==> config.mk <==
export PLATFORM = sky130hd
export DESIGN_NAME = log_end_probe_search_core_flat
export DESIGN_NICKNAME = d
export VERILOG_FILES = /design/src/hw/rtl/lep_pkg.sv /design/src/hw/rtl/lep_in_if.sv /design/src/hw/rtl/lep_out_if.sv /design/src/hw/rtl/lep_cfg_if.sv /design/src/hw/rtl/log_end_probe_search_core.sv /design/src/hw/rtl/lep_next.sv /design/src/flat_wrapper.sv
export SDC_FILE = /design/constraint.sdc
export NUM_CORES = 1
export LEC_CHECK = 0
export BUFFER_PORTS_ARGS = -buffer_cell sky130_fd_sc_hd__buf_4
export CAP_MARGIN = 30
export CORE_MARGIN = 2
export CORE_UTILIZATION = 55
export DETAILED_ROUTE_END_ITERATION = 6
export MAX_ROUTING_LAYER = met4
export PLACE_DENSITY = 0.88
export SETUP_SLACK_MARGIN = 0.15
export SLEW_MARGIN = 25
export SYNTH_ARGS = -nofsm -noshare
export SYNTH_HDL_FRONTEND = slang
export SYNTH_HIERARCHICAL = 1
export SYNTH_SLANG_ARGS = --single-unit
export TNS_END_PERCENT = 50
==> constraint.sdc <==
create_clock -name i_clk -period 18.3 [get_ports i_clk]
set_input_delay 4.575 -clock i_clk [delete_from_list [all_inputs] [get_ports i_clk]]
set_output_delay 4.575 -clock i_clk [all_outputs]
set_load 0.05 [all_outputs]
==> src/hw/rtl/lep_pkg.sv <==
// shared types and constants for the log end probe search block
`timescale 1ns / 1ps

package lep_pkg;

    localparam int STAMP_W     = 64;
    localparam int MAX_CELLS_W = 19;
    localparam int ADDR_W      = 24;
    localparam int PROBE_W     = 18;
    localparam int END_W       = 19;
    localparam int CFG_IDX_W   = 2;
    localparam int CFG_DATA_W  = 24;

    typedef enum logic {
        KIND_START = 1'b0,
        KIND_STAMP = 1'b1
    } t_kind;

    typedef enum logic [CFG_IDX_W-1:0] {
        CFG_STORE_READY = 2'd0,
        CFG_MAX_CELLS   = 2'd1,
        CFG_LOG_BASE    = 2'd2
    } t_cfg_index;

    typedef struct packed {
        logic                   store_ready;
        logic [MAX_CELLS_W-1:0] max_cells;
        logic [ADDR_W-1:0]      log_base_address;
    } t_cfg;

    typedef struct packed {
        logic               read_request;
        logic [PROBE_W-1:0] probe_index;
        logic [ADDR_W-1:0]  probe_address;
        logic               search_done;
        logic               log_full;
        logic [END_W-1:0]   end_index;
    } t_result;

endpackage

==> src/hw/rtl/lep_in_if.sv <==
// input channel: start or read-back stamp transactions
`timescale 1ns / 1ps

interface lep_in_if;
    logic                        valid;
    logic                        ready;
    logic                        kind;
    logic [lep_pkg::STAMP_W-1:0] cell_stamp;

    modport source (output valid, output kind, output cell_stamp, input ready);
    modport sink (input valid, input kind, input cell_stamp, output ready);
endinterface

==> src/hw/rtl/lep_out_if.sv <==
// output channel: probe request or search result transactions
`timescale 1ns / 1ps

interface lep_out_if;
    logic                        valid;
    logic                        ready;
    logic                        read_request;
    logic [lep_pkg::PROBE_W-1:0] probe_index;
    logic [lep_pkg::ADDR_W-1:0]  probe_address;
    logic                        search_done;
    logic                        log_full;
    logic [lep_pkg::END_W-1:0]   end_index;

    modport source (
        output valid, output read_request, output probe_index, output probe_address,
        output search_done, output log_full, output end_index, input ready
    );
    modport sink (
        input valid, input read_request, input probe_index, input probe_address,
        input search_done, input log_full, input end_index, output ready
    );
endinterface

==> src/hw/rtl/lep_cfg_if.sv <==
// configuration write channel
`timescale 1ns / 1ps

interface lep_cfg_if;
    logic                           valid;
    logic                           ready;
    logic [lep_pkg::CFG_IDX_W-1:0]  index;
    logic [lep_pkg::CFG_DATA_W-1:0] data;

    modport source (output valid, output index, output data, input ready);
    modport sink (input valid, input index, input data, output ready);
endinterface

==> src/hw/rtl/log_end_probe_search_core.sv <==
// top level of the log end probe search block
`timescale 1ns / 1ps

// Finds the first unused cell of an append-only flash log. A start transaction
// (kind 0) yields a read request for cell 0, or full; each stamp transaction
// (kind 1) during a search carries the stamp read from the last requested cell
// and yields either the next read request or the end of the search (end index,
// or full). A new transaction is accepted every cycle while the output register
// is empty or being emptied: the decision is made combinationally from the
// input and the search registers and lands in the output register in the cycle
// after acceptance. Configuration writes are taken at any cycle and should only
// be made while no search is running.

module log_end_probe_search_core #(
    parameter int INITIAL_STEP = 4096,
    parameter int CELL_BYTES   = 64,
    parameter int INDEX_BITS   = 18
) (
    input  logic       i_clk,
    input  logic       i_rst_n,
    lep_in_if.sink     i_in,
    lep_cfg_if.sink    i_cfg,
    lep_out_if.source  o_out
);

    localparam int STEP_W = $clog2(INITIAL_STEP + 1);

    lep_pkg::t_cfg           r_cfg;
    logic [INDEX_BITS-1:0]   r_pos;
    logic [STEP_W-1:0]       r_step;
    logic                    r_searching;
    logic                    r_out_valid;
    lep_pkg::t_result        r_result;

    logic [INDEX_BITS-1:0]   n_pos;
    logic [STEP_W-1:0]       n_step;
    logic                    n_searching;
    lep_pkg::t_result        n_result;
    logic                    in_take;

    assign i_cfg.ready = 1'b1;
    assign i_in.ready  = !r_out_valid || o_out.ready;
    assign in_take     = i_in.valid && i_in.ready;

    lep_next #(
        .INITIAL_STEP (INITIAL_STEP),
        .CELL_BYTES   (CELL_BYTES),
        .INDEX_BITS   (INDEX_BITS)
    ) u_next (
        .i_kind       (i_in.kind),
        .i_cell_stamp (i_in.cell_stamp),
        .i_cfg        (r_cfg),
        .i_pos        (r_pos),
        .i_step       (r_step),
        .i_searching  (r_searching),
        .o_pos        (n_pos),
        .o_step       (n_step),
        .o_searching  (n_searching),
        .o_result     (n_result)
    );

    always_ff @(posedge i_clk) begin
        if (!i_rst_n) begin
            r_cfg <= '0;
        end else if (i_cfg.valid) begin
            unique case (lep_pkg::t_cfg_index'(i_cfg.index))
                lep_pkg::CFG_STORE_READY: r_cfg.store_ready <= i_cfg.data[0];
                lep_pkg::CFG_MAX_CELLS:
                    r_cfg.max_cells <= i_cfg.data[lep_pkg::MAX_CELLS_W-1:0];
                lep_pkg::CFG_LOG_BASE:
                    r_cfg.log_base_address <= i_cfg.data[lep_pkg::ADDR_W-1:0];
                default: ;
            endcase
        end
    end

    always_ff @(posedge i_clk) begin
        if (!i_rst_n) begin
            r_pos       <= '0;
            r_step      <= STEP_W'(INITIAL_STEP);
            r_searching <= 1'b0;
            r_out_valid <= 1'b0;
        end else if (in_take) begin
            r_pos       <= n_pos;
            r_step      <= n_step;
            r_searching <= n_searching;
            r_out_valid <= 1'b1;
        end else if (o_out.ready) begin
            r_out_valid <= 1'b0;
        end
    end

    always_ff @(posedge i_clk) begin
        if (in_take) begin
            r_result <= n_result;
        end
    end

    assign o_out.valid         = r_out_valid;
    assign o_out.read_request  = r_result.read_request;
    assign o_out.probe_index   = r_result.probe_index;
    assign o_out.probe_address = r_result.probe_address;
    assign o_out.search_done   = r_result.search_done;
    assign o_out.log_full      = r_result.log_full;
    assign o_out.end_index     = r_result.end_index;

    a_req_xor_done: assert property (@(posedge i_clk) disable iff (!i_rst_n)
        r_out_valid |-> !(r_result.read_request && r_result.search_done))
        else $error("result both requests a read and ends the search");

    a_full_is_done: assert property (@(posedge i_clk) disable iff (!i_rst_n)
        r_out_valid && r_result.log_full |-> r_result.search_done)
        else $error("full reported without search end");

    a_take_fills: assert property (@(posedge i_clk) disable iff (!i_rst_n)
        in_take |=> r_out_valid)
        else $error("accepted transaction produced no result");

    a_done_stops: assert property (@(posedge i_clk) disable iff (!i_rst_n)
        in_take && n_result.search_done |=> !r_searching)
        else $error("search still running after its end was reported");

endmodule

==> src/hw/rtl/lep_next.sv <==
// probe decision logic: next search state and result for one transaction
`timescale 1ns / 1ps

module lep_next #(
    parameter int INITIAL_STEP = 4096,
    parameter int CELL_BYTES   = 64,
    parameter int INDEX_BITS   = 18,
    localparam int STEP_W      = $clog2(INITIAL_STEP + 1),
    localparam int WW          = (INDEX_BITS + 1 > 24) ? INDEX_BITS + 1 : 24
) (
    input  logic                         i_kind,
    input  logic [lep_pkg::STAMP_W-1:0]  i_cell_stamp,
    input  lep_pkg::t_cfg                i_cfg,
    input  logic [INDEX_BITS-1:0]        i_pos,
    input  logic [STEP_W-1:0]            i_step,
    input  logic                         i_searching,
    output logic [INDEX_BITS-1:0]        o_pos,
    output logic [STEP_W-1:0]            o_step,
    output logic                         o_searching,
    output lep_pkg::t_result             o_result
);

    localparam logic [WW-1:0]     LIMIT_CAP = WW'(1) << INDEX_BITS;
    localparam logic [WW-1:0]     CELL_W    = WW'(CELL_BYTES);
    localparam logic [STEP_W-1:0] STEP_INIT = STEP_W'(INITIAL_STEP);

    logic [WW-1:0]     lim_even;
    logic [WW-1:0]     limit;
    logic [WW-1:0]     pos_w;
    logic [WW-1:0]     step_w;
    logic [WW-1:0]     back;
    logic [WW-1:0]     cand;
    logic [WW-1:0]     offset;
    logic [STEP_W-1:0] half;
    logic              stamp_ok;
    logic              do_probe;

    always_comb begin
        lim_even = WW'({i_cfg.max_cells[lep_pkg::MAX_CELLS_W-1:1], 1'b0});
        limit    = (lim_even > LIMIT_CAP) ? LIMIT_CAP : lim_even;
        pos_w    = WW'(i_pos);
        step_w   = WW'(i_step);
        stamp_ok = (i_cell_stamp != '0) && (i_cell_stamp != '1);
        half     = i_step >> 1;
        back     = (pos_w >= step_w) ? pos_w - step_w : '0;

        o_pos       = i_pos;
        o_step      = i_step;
        o_searching = i_searching;
        o_result    = '0;
        do_probe    = 1'b0;
        cand        = '0;

        if (lep_pkg::t_kind'(i_kind) == lep_pkg::KIND_START) begin
            o_pos  = '0;
            o_step = STEP_INIT;
            if (!i_cfg.store_ready) begin
                o_searching          = 1'b0;
                o_result.search_done = 1'b1;
                o_result.log_full    = 1'b1;
            end else begin
                o_searching = 1'b1;
                do_probe    = 1'b1;
            end
        end else if (i_searching) begin
            if (stamp_ok) begin
                cand     = pos_w + step_w;
                do_probe = 1'b1;
            end else if (i_pos == '0) begin
                o_searching          = 1'b0;
                o_result.search_done = 1'b1;
            end else if (i_step <= STEP_W'(1)) begin
                o_searching          = 1'b0;
                o_result.search_done = 1'b1;
                o_result.end_index   = pos_w[lep_pkg::END_W-1:0];
            end else begin
                o_step   = half;
                cand     = back + WW'(half);
                do_probe = 1'b1;
            end
        end

        offset = cand * CELL_W;
        if (do_probe) begin
            o_pos = cand[INDEX_BITS-1:0];
            if (cand >= limit) begin
                o_searching          = 1'b0;
                o_result.search_done = 1'b1;
                o_result.log_full    = 1'b1;
            end else begin
                o_result.read_request  = 1'b1;
                o_result.probe_index   = cand[lep_pkg::PROBE_W-1:0];
                o_result.probe_address = i_cfg.log_base_address
                                         + offset[lep_pkg::ADDR_W-1:0];
            end
        end
    end

endmodule

==> src/flat_wrapper.sv <==
// flat-port wrapper written by rule: the top's interface ports become plain ports
module log_end_probe_search_core_flat 
#(
    parameter int INITIAL_STEP = 4096,
    parameter int CELL_BYTES   = 64,
    parameter int INDEX_BITS   = 18
)
  (i_clk, i_rst_n, i_in_valid, i_in_kind, i_in_cell_stamp, i_in_ready, i_cfg_valid, i_cfg_index, i_cfg_data, i_cfg_ready, o_out_valid, o_out_read_request, o_out_probe_index, o_out_probe_address, o_out_search_done, o_out_log_full, o_out_end_index, o_out_ready);
  lep_in_if i_in_i ();
  lep_cfg_if i_cfg_i ();
  lep_out_if o_out_i ();
  input  logic i_clk;
  input  logic i_rst_n;
  input wire logic [$bits(i_in_i.valid)-1:0] i_in_valid;
  input wire logic [$bits(i_in_i.kind)-1:0] i_in_kind;
  input wire logic [$bits(i_in_i.cell_stamp)-1:0] i_in_cell_stamp;
  output wire logic [$bits(i_in_i.ready)-1:0] i_in_ready;
  input wire logic [$bits(i_cfg_i.valid)-1:0] i_cfg_valid;
  input wire logic [$bits(i_cfg_i.index)-1:0] i_cfg_index;
  input wire logic [$bits(i_cfg_i.data)-1:0] i_cfg_data;
  output wire logic [$bits(i_cfg_i.ready)-1:0] i_cfg_ready;
  output wire logic [$bits(o_out_i.valid)-1:0] o_out_valid;
  output wire logic [$bits(o_out_i.read_request)-1:0] o_out_read_request;
  output wire logic [$bits(o_out_i.probe_index)-1:0] o_out_probe_index;
  output wire logic [$bits(o_out_i.probe_address)-1:0] o_out_probe_address;
  output wire logic [$bits(o_out_i.search_done)-1:0] o_out_search_done;
  output wire logic [$bits(o_out_i.log_full)-1:0] o_out_log_full;
  output wire logic [$bits(o_out_i.end_index)-1:0] o_out_end_index;
  input wire logic [$bits(o_out_i.ready)-1:0] o_out_ready;
  assign i_in_i.valid = i_in_valid;
  assign i_in_i.kind = i_in_kind;
  assign i_in_i.cell_stamp = i_in_cell_stamp;
  assign i_in_ready = i_in_i.ready;
  assign i_cfg_i.valid = i_cfg_valid;
  assign i_cfg_i.index = i_cfg_index;
  assign i_cfg_i.data = i_cfg_data;
  assign i_cfg_ready = i_cfg_i.ready;
  assign o_out_valid = o_out_i.valid;
  assign o_out_read_request = o_out_i.read_request;
  assign o_out_probe_index = o_out_i.probe_index;
  assign o_out_probe_address = o_out_i.probe_address;
  assign o_out_search_done = o_out_i.search_done;
  assign o_out_log_full = o_out_i.log_full;
  assign o_out_end_index = o_out_i.end_index;
  assign o_out_i.ready = o_out_ready;
  log_end_probe_search_core #(.INITIAL_STEP(INITIAL_STEP), .CELL_BYTES(CELL_BYTES), .INDEX_BITS(INDEX_BITS)) u_core (.i_clk(i_clk), .i_rst_n(i_rst_n), .i_in(i_in_i), .i_cfg(i_cfg_i), .o_out(o_out_i));
endmodule
==> out/qor.txt, run 1 <==
CTS sink count: 140
# DRC: 0
Ratio of cells with drive above 1 in the final layout: 0.173
Die Footprint: 18700 um^2
Vias in the first global route: 8411
Crit path capture type: register
Worst hold stages: 2
Multi-input gate area: 5740 um^2
Drt total wl: 28100 um
Root buffer cell: clkbuf_16
Buf/Inv on CP: 3
Max Slew Vio Count: 0
Levels on crit path: 20
CP max stage delay: 0.53 ns
Crit path DAT: 9.99 ns
CP startpoint: i_in_cell_stamp[33]
ANT nets after route: 0
Synth Net Count: 1311
Most Frequent Cell on Critical Path: a21oi_1
RSZ-0062 raised after global routing: false
Crit Path Category: in -> reg
Worst Path Max Fanout: 17
Chip Width: 137 um
Cells along the critical path: buf_4, nor4_1, nand4_1, or4_1, nand2_1, nand2b_1, inv_1, a21oi_1, inv_1, fa_1, a21o_1, a21oi_1, o21ai_0, a21oi_1, o21ai_0, o41a_1, a211o_1, a21oi_1, xor2_1, nor2_1
Synth warn: 6
Status: finished, final reports clean
Clk_skew: 0.0171 ns
Worst slew margin: 0.344
Starting Density: 0.562
Post-Syn Instances: 1138
Final Power: 795 uW
Setup Fix Bufs, Post-CTS: 0
Max VDD drop: 0.0683 mV
Avg Cell Area, Syn: 8.54 um^2
Nets@finish: 1443
Hold wc startpoint: u_core/r_cfg[5]$_SDFFE_PN0P_
FF-to-FF Start: u_core/r_step[2]$_SDFFE_PN0P_
Area Overhead vs Synth: 18.7%
Slew @ Worst Pin: 0.971 ns
Post-CTS sizing: 0
Vias/cell: 6.10
Die Y: 137 um
Antenna cells: 0
Fin crit period: 9.83 ns
I/O pin cnt: 163
Fin crit share: 0.537
CTS HTree Levels: 4
Largest net degree at the start of global routing: 106
Drt first pass iters: 6
Initial DRC Count: 1072
Fmax: 0.102 GHz
Setup slack, reg-to-reg: 9.96 ns
Total number of vias: 9203
Detailed placement HPWL: 20100 um
Setup tns final: 0 ns
FP Rows: 48
R2R cell count: 28
Initial antenna violation count: 0
Core Area: 17300 um^2
Global-route wire length before repair: 42700 um
Grt ovf: 0
Hold buffers post-CTS: 0
Post-synthesis cell area: 9720 um^2
FILL cells: 1407
Pwr per Cell Area: 68.9 nW/um^2
Worst-Skew Late Latency: 0.43 ns
Crit path max-delay cell type: or4_1
Leakage: 4.96 nW
Final setup viols: 0
Num CTS Buffers: 17
CP top delay family: compound AO/OA/AOI/OAI gates
Total track usage: 0.301
Final-report hold violation count: 0
Gpl congestion: 1.02
Register area: 3440 um^2
CTS tree: built
Clock transition at path regs: 0.06 ns
CTS max path bufs: 2
Avg WL per Cell: 18.6 um
Worst hold path class: reg -> reg
IO buf count: 161
Worst path required time: 18.46 ns
CP Launch Type: input pin
Max Cap Viol: 0
==> cell usage in the layout (no fill, tap or decap), types with 4 or more instances in the layout <==
master,count
nor2_1,94
nand2b_1,12
o21bai_1,8
a2111oi_0,4
nand3_1,64
buf_4,166
fa_1,4
inv_6,4
dfxtp_1,76
o211ai_1,6
ha_1,73
a31oi_1,10
nor2b_1,23
a211oi_1,9
o21a_1,5
o22ai_1,9
inv_1,50
a21oi_1,51
and3_1,8
and2_1,36
edfxtp_1,64
nor4_1,31
xnor2_1,31
nor3_1,23
or3_1,8
a22oi_1,6
o21ai_1,7
nand2_1,150
nand4_1,29
xor2_1,22
a21o_1,20
o21ai_0,57
mux2i_1,35
nand3b_1,4
clkbuf_16,17
a211o_1,4
==> through the flow <==
step                setup WS [ns]  instance area [um^2]  std cells  utilization  hold slack, ns
floorplan                    8.95                  9720       1138            -           0.431
CTS                          8.67                 11500       1506        0.665           0.472
global placement             8.29                 10900       1473        0.631           0.446
global route                 8.17                 11500       1508        0.667           0.514
detailed placement           8.26                 10900       1474        0.632           0.458
finish                       8.47                 11500       1508        0.667           0.468
==> path summary, 6_finish.rpt <==
| check | endpoint |
|---|---|
| setup / recovery | u_core/o_out.probe_address[22]$_DFFE_PP_ |
| hold / removal | u_core/r_cfg[5]$_SDFFE_PN0P_ |
| setup reg to reg | u_core/o_out.probe_index[16]$_DFFE_PP_ |
| hold reg to reg | u_core/r_cfg[5]$_SDFFE_PN0P_ |
==> registers in the layout, indices dropped and copies added, names as in the netlist <==
name,cells
u_core/o_out.valid,1
u_core/r_cfg,43
u_core/o_out.read_request,1
u_core/o_out.log_full,1
u_core/o_out.search_done,1
u_core/r_step,13
u_core/o_out.probe_address,24
u_core/r_searching,1
u_core/o_out.probe_index,18
u_core/r_pos,18
u_core/o_out.end_index,19
==> worst register-to-register path, delay by kind of cell, from the launching register on <==
family,cells,cell delay (ns)
buffers and inverters,3,0.59
XOR/XNOR,1,0.18
AND/OR/NAND/NOR,10,2.27
AO/OA/AOI/OAI,10,3.22
flip-flops,1,0.47
adder cells (fa/ha/maj),4,1.47
==> area by class of cell <==
cell class	instances	area share
Multi-Input combinational cell	889	0.497
Sequential cell	140	0.299
Timing Repair Buffer	169	0.113
Clock buffer	19	0.0384
Tap cell	225	0.0244
Inverter	53	0.0174
Clock inverter	13	0.0113
==> per-layer routing <==
| metal | wire (um) | track usage | vias to the layer above |
|---|---|---|---|
| met5 | 0 | - | - |
| met4 | 867 | 0.123 | 0 |
| met3 | 2210 | 0.0430 | 87 |
| met2 | 13000 | 0.465 | 488 |
| met1 | 12100 | 0.396 | 4298 |
| li1 | - | - | 4330 |
==> power by group <==
part	total, mW	internal [mW]	switching [mW]
clock network	0.338	0.194	0.144
logic	0.113	0.0404	0.0728
registers	0.344	0.338	0.00579
total	0.795	0.573	0.222
(Power assumes the default switching activity.)
==> inputs of run 2 (changes only) <==
==> constraint.sdc (replaced) <==
create_clock -name i_clk -period 9.99 [get_ports i_clk]
set_input_delay 2.4975 -clock i_clk [delete_from_list [all_inputs] [get_ports i_clk]]
set_output_delay 2.4975 -clock i_clk [all_outputs]
set_load 0.05 [all_outputs]
==> out/qor.txt, run 2 (same netlist as run 1, synthesis figures left out) <==
Antenna cells: 0 (unchanged)
Root buffer cell: clkbuf_16 (unchanged)
Die Footprint: 18700 um^2 (unchanged)
Clock transition at path regs: 0.07 ns (was 0.06 ns)
Final-report hold violation count: 0 (unchanged)
Max VDD drop: 0.127 mV (was 0.0683 mV)
Die Y: 137 um (unchanged)
Ratio of cells with drive above 1 in the final layout: 0.176 (was 0.173)
Leakage: 4.98 nW (was 4.96 nW)
CP startpoint: u_core/r_step[2]$_SDFFE_PN0P_ (was i_in_cell_stamp[33])
Drt first pass iters: 6 (unchanged)
Drt total wl: 28100 um (about the same)
Area Overhead vs Synth: 19.4% (was 18.7%)
Setup tns final: 0 ns (unchanged)
Initial antenna violation count: 0 (unchanged)
FF-to-FF Start: u_core/r_step[2]$_SDFFE_PN0P_ (unchanged)
Total number of vias: 9092 (was 9203)
Worst path required time: 10.29 ns (was 18.46 ns)
Placement Setup Slack: 1.82 ns (was 8.26 ns)
Largest Register: u_core/r_cfg (unchanged)
Worst Path Max Fanout: 27 (was 17)
Max Slew Vio Count: 0 (unchanged)
Crit path max-delay cell type: nor3_1 (was or4_1)
Crit path capture type: register (unchanged)
Worst-Skew Late Latency: 0.43 ns (about the same)
Avg WL per Cell: 18.6 um (about the same)
Hold wc startpoint: u_core/r_cfg[1]$_SDFFE_PN0P_ (was u_core/r_cfg[5]$_SDFFE_PN0P_)
Largest net degree at the start of global routing: 106 (unchanged)
Chip Width: 137 um (unchanged)
FP Rows: 48 (unchanged)
Fin crit period: 8.02 ns
Final worst setup slack: 1.97 ns (was 8.47 ns)
ANT nets after route: 0 (unchanged)
Most common cell after layout, fill and taps aside: buf_4 (unchanged)
CTS tree: built (unchanged)
Vias/cell: 6.02 (was 6.10)
Grt ovf: 0 (unchanged)
CP Launch Type: register (was input pin)
Gpl congestion: 1.04 (was 1.02)
FILL cells: 1411 (was 1407)
Status: finished, final reports clean (unchanged)
Post-CTS sizing: 0 (unchanged)
# DRC: 0 (unchanged)
Total track usage: 0.308 (was 0.301)
Detailed placement HPWL: 20800 um (was 20100 um)
Num CTS Buffers: 17 (unchanged)
Fin crit share: 0.802
Nets@finish: 1445 (was 1443)
Hold buffers post-CTS: 0 (unchanged)
Most Frequent Cell on Critical Path: ha_1 (was a21oi_1)
Vias in the first global route: 8686 (was 8411)
Worst hold path class: reg -> reg (unchanged)
Final setup viols: 0 (unchanged)
Max Cap Viol: 0 (unchanged)
Hold Slack: 0.466 ns (was 0.468 ns)
CTS max path bufs: 2 (unchanged)
CTS HTree Levels: 4 (unchanged)
Crit Path Category: reg -> reg (was in -> reg)
Global-route wire length before repair: 43900 um (was 42700 um)
Initial DRC Count: 940 (was 1072)
I/O pin cnt: 163 (unchanged)
Starting Density: 0.562 (unchanged)
Most frequent cells in the layout: 167 x buf_4, 150 x nand2_1, 94 x nor2_1 (was 166 x buf_4, 150 x nand2_1, 94 x nor2_1)
IO buf count: 161 (unchanged)
Worst slew margin: 0.323 (was 0.344)
CTS sink count: 140 (unchanged)
Fmax: 0.125 GHz
Setup Fix Bufs, Post-CTS: 0 (unchanged)
Slew @ Worst Pin: 0.990 ns (was 0.971 ns)
RSZ-0062 raised after global routing: false (unchanged)
CP max stage delay: 0.60 ns (was 0.53 ns)
Pwr per Cell Area: 126 nW/um^2 (was 68.9 nW/um^2)
Crit path DAT: 8.31 ns (was 9.99 ns)
Max reg flops: 43 (unchanged)
Clk_skew: 0.0102 ns (was 0.0171 ns)
Core Area: 17300 um^2 (unchanged)
-- run 2: routing by layer --
| metal | share of wire | vias to the layer above | GRT usage |
|---|---|---|---|
| met2 | 0.47 | 409 | 0.478 |
| met4 | 0.032 | 0 | 0.135 |
| met5 | 0 | - | - |
| met1 | 0.43 | 4267 | 0.396 |
| met3 | 0.071 | 75 | 0.0522 |
| li1 | - | 4341 | - |
-- run 2: path summary, 6_finish.rpt --
| path | to | slack [ns] | depth (start not counted) |
|---|---|---|---|
| max | u_core/o_out.probe_index[2]$_DFFE_PP_ | 1.97 | 28 |
| min | u_core/r_cfg[1]$_SDFFE_PN0P_ | 0.47 | 2 |
| max reg2reg | u_core/o_out.probe_index[2]$_DFFE_PP_ | 1.97 | 28 |
| min reg2reg | u_core/r_cfg[1]$_SDFFE_PN0P_ | 0.47 | 2 |
-- run 2: area by class of cell --
type                    count  area, um^2  share of cell area
repair buffers            171        1330               0.115
inverters                  53         200              0.0173
well taps                 225         282              0.0243
clock inverters            15         176              0.0152
multi-input cells         889        5740               0.495
flip-flops and latches    140        3440               0.297
clock buffers              17         425              0.0367
-- run 2: metrics by stage --
| stage | instances | instance area (um^2) | util | power, mW |
|---|---|---|---|---|
| detailed placement | 1475 | 10900 | 0.632 | 0.844 |
| global route | 1510 | 11600 | 0.671 | 1.51 |
| finish | 1510 | 11600 | 0.671 | 1.47 |
| CTS | 1507 | 11500 | 0.667 | 1.47 |
| global placement | 1474 | 10900 | 0.631 | 0.840 |
| floorplan | 1138 | 9720 | - | 0.774 |
-- run 2: critical path, delay by kind of cell (launching register included) --
kind,cells,cell delay (ns)
AOI/OAI and AO/OA,10,2.98
xor gates and xnor gates,1,0.16
adders and majority gates,4,1.44
buffers and inverters,3,0.58
DFF,1,0.45
and+or+nand+nor,10,2.24
-- run 2: power breakdown --
group | switching (mW) | leakage (nW) | internal, mW
Combinational | 0.133 | 3.43 | 0.0750
Clock | 0.293 | 0.286 | 0.337
Sequential | 0.0102 | 1.26 | 0.619
==> inputs of run 3 (changes only) <==
==> constraint.sdc (replaced) <==
create_clock -name i_clk -period 7.4 [get_ports i_clk]
set_input_delay 1.85 -clock i_clk [delete_from_list [all_inputs] [get_ports i_clk]]
set_output_delay 1.85 -clock i_clk [all_outputs]
set_load 0.05 [all_outputs]
==> out/qor.txt, run 3 (same netlist as run 1, synthesis figures left out) <==
Status: finished, final reports clean (unchanged)
Starting Density: 0.562 (unchanged)
Final setup viols: 0 (unchanged)
Clock transition at path regs: 0.07 ns (about the same)
Post-CTS sizing: 0 (unchanged)
Placement Setup Slack: 0.492 ns (was 1.82 ns)
Final-report hold violation count: 0 (unchanged)
Worst path required time: 7.64 ns (was 10.29 ns)
Initial antenna violation count: 0 (unchanged)
Core Util, Final: 0.693 (was 0.671)
# DRC: 0 (unchanged)
Initial DRC Count: 1017 (was 940)
Total track usage: 0.320 (was 0.308)
Worst Path Max Fanout: 9 (was 27)
CTS tree: built (unchanged)
Most common cell after layout, fill and taps aside: buf_4 (unchanged)
IO buf count: 161 (unchanged)
Crit path max-delay cell type: a2111oi_1 (was nor3_1)
Fin crit period: 6.77 ns (was 8.02 ns)
Most frequent cells in the layout: 211 x buf_4, 150 x nand2_1, 93 x nor2_1 (was 167 x buf_4, 150 x nand2_1, 94 x nor2_1)
FF-to-FF Start: u_core/r_step[9]$_SDFFE_PN0P_ (was u_core/r_step[2]$_SDFFE_PN0P_)
Root buffer cell: clkbuf_16 (unchanged)
Hold wc startpoint: u_core/r_cfg[2]$_SDFFE_PN0P_ (was u_core/r_cfg[1]$_SDFFE_PN0P_)
CP startpoint: u_core/r_step[9]$_SDFFE_PN0P_ (was u_core/r_step[2]$_SDFFE_PN0P_)
Total number of vias: 9439 (was 9092)
CTS sink count: 140 (unchanged)
Clock power share: 0.432 (was 0.429)
Die Y: 137 um (unchanged)
CP max stage delay: 0.50 ns (was 0.60 ns)
Worst hold path class: reg -> reg (unchanged)
Post-Place Cells: 1522 (was 1475)
Chip Width: 137 um (unchanged)
Gpl congestion: 1.04 (about the same)
Avg WL per Cell: 18.9 um (was 18.6 um)
Pwr per Cell Area: 169 nW/um^2 (was 126 nW/um^2)
Fmax: 0.148 GHz (was 0.125 GHz)
Detailed placement HPWL: 21600 um (was 20800 um)
P_sw: 613 uW (was 437 uW)
Worst-Skew Late Latency: 0.43 ns (about the same)
FILL cells: 1377 (was 1411)
Antenna cells: 0 (unchanged)
Clk_skew: 0.0117 ns (was 0.0102 ns)
Cell Int Power: 1.41 mW (was 1.03 mW)
CP Launch Type: register (unchanged)
ANT nets after route: 0 (unchanged)
Max Cap Viol: 0 (unchanged)
Largest net degree at the start of global routing: 106 (unchanged)
Hold buffers post-CTS: 0 (unchanged)
Final worst setup slack: 0.633 ns (was 1.97 ns)
Nets@finish: 1490 (was 1445)
Sequential Power Share: 0.420 (was 0.428)
Crit path DAT: 7.00 ns (was 8.31 ns)
Combinational share of power: 0.149 (was 0.142)
Hold Slack: 0.474 ns (was 0.466 ns)
Fin crit share: 0.914 (was 0.802)
Drt total wl: 29300 um (was 28100 um)
Largest Register: u_core/r_cfg (unchanged)
Max reg flops: 43 (unchanged)
Crit Path Category: reg -> reg (unchanged)
Most Frequent Cell on Critical Path: a21oi_1 (was ha_1)
Setup tns final: 0 ns (unchanged)
Grt ovf: 0 (unchanged)
Core Area: 17300 um^2 (unchanged)
CTS HTree Levels: 4 (unchanged)
Area Overhead vs Synth: 23.3% (was 19.4%)
Net Sw Frac: 0.303 (was 0.298)
FP Rows: 48 (unchanged)
Leakage: 5.21 nW (was 4.98 nW)
CTS max path bufs: 2 (unchanged)
Crit path capture type: register (unchanged)
Num CTS Buffers: 17 (unchanged)
Global-route wire length before repair: 45400 um (was 43900 um)
Slew @ Worst Pin: 1.00 ns (was 0.990 ns)
Drt first pass iters: 6 (unchanged)
Non-Filler Instances: 1555 (was 1510)
Setup Fix Bufs, Post-CTS: 0 (unchanged)
I/O pin cnt: 163 (unchanged)
Vias/cell: 6.07 (was 6.02)
Worst slew margin: 0.322 (was 0.323)
RSZ-0062 raised after global routing: false (unchanged)
Max VDD drop: 0.162 mV (was 0.127 mV)
Ratio of cells with drive above 1 in the final layout: 0.206 (was 0.176)
Max Slew Vio Count: 0 (unchanged)
Die Footprint: 18700 um^2 (unchanged)
Vias in the first global route: 8792 (was 8686)
==> run 3: cell types whose count changed in the layout (fill, tap and decap cells not counted), sizes merged <==
cell	previous run	this run
buf	171	216
clkinv	8	12
clkinvlp	2	0
inv	58	56
==> run 3: final timing paths <==
path	endpoint	slack, ns	cells past startpoint
max	u_core/o_out.probe_address[20]$_DFFE_PP_	0.63	32
min	u_core/r_cfg[2]$_SDFFE_PN0P_	0.47	2
max reg2reg	u_core/o_out.probe_address[20]$_DFFE_PP_	0.63	32
min reg2reg	u_core/r_cfg[2]$_SDFFE_PN0P_	0.47	2
==> run 3: layout make-up <==
type | instances | area, um^2 | area share
Inverter | 53 | 200 | 0.0167
Clock inverter | 15 | 196 | 0.0164
Sequential cell | 140 | 3440 | 0.287
Multi-Input combinational cell | 889 | 5750 | 0.480
Tap cell | 225 | 282 | 0.0235
Timing Repair Buffer | 216 | 1680 | 0.140
Clock buffer | 17 | 425 | 0.0355
==> run 3: per-layer routing <==
metal	vias to the layer above	track usage	share of wire
met5	-	-	0
met2	510	0.508	0.47
li1	4433	-	-
met3	84	0.0470	0.080
met4	0	0.121	0.031
met1	4412	0.412	0.41
==> run 3: per-stage QoR <==
step	power [mW]	cell area (um^2)
after floorplan	1.04	9720
after global placement	1.15	11300
after detailed placement	1.16	11300
after CTS	2.02	11900
after global routing	2.08	12000
final	2.02	12000
==> run 3: power by group through the flow <==
stage / Combinational, mW / Sequential, mW / Clock [mW]
3_3_place_gp: 0.287 / 0.864 / 0
3_5_place_dp: 0.292 / 0.865 / 0
6_report: 0.301 / 0.848 / 0.872
5_1_grt: 0.316 / 0.850 / 0.916
4_1_cts: 0.294 / 0.848 / 0.882
2_1_floorplan: 0.119 / 0.926 / 0
==> run 3: critical path, delay by kind of cell, from the launching register on <==
family,cells,cell delay [ns]
AO/OA/AOI/OAI,15,3.46
XOR/XNOR,1,0.11
adder cells (fa/ha/maj),4,1.02
buffers and inverters,6,0.80
flip-flops,1,0.33
AND/OR/NAND/NOR,6,0.83
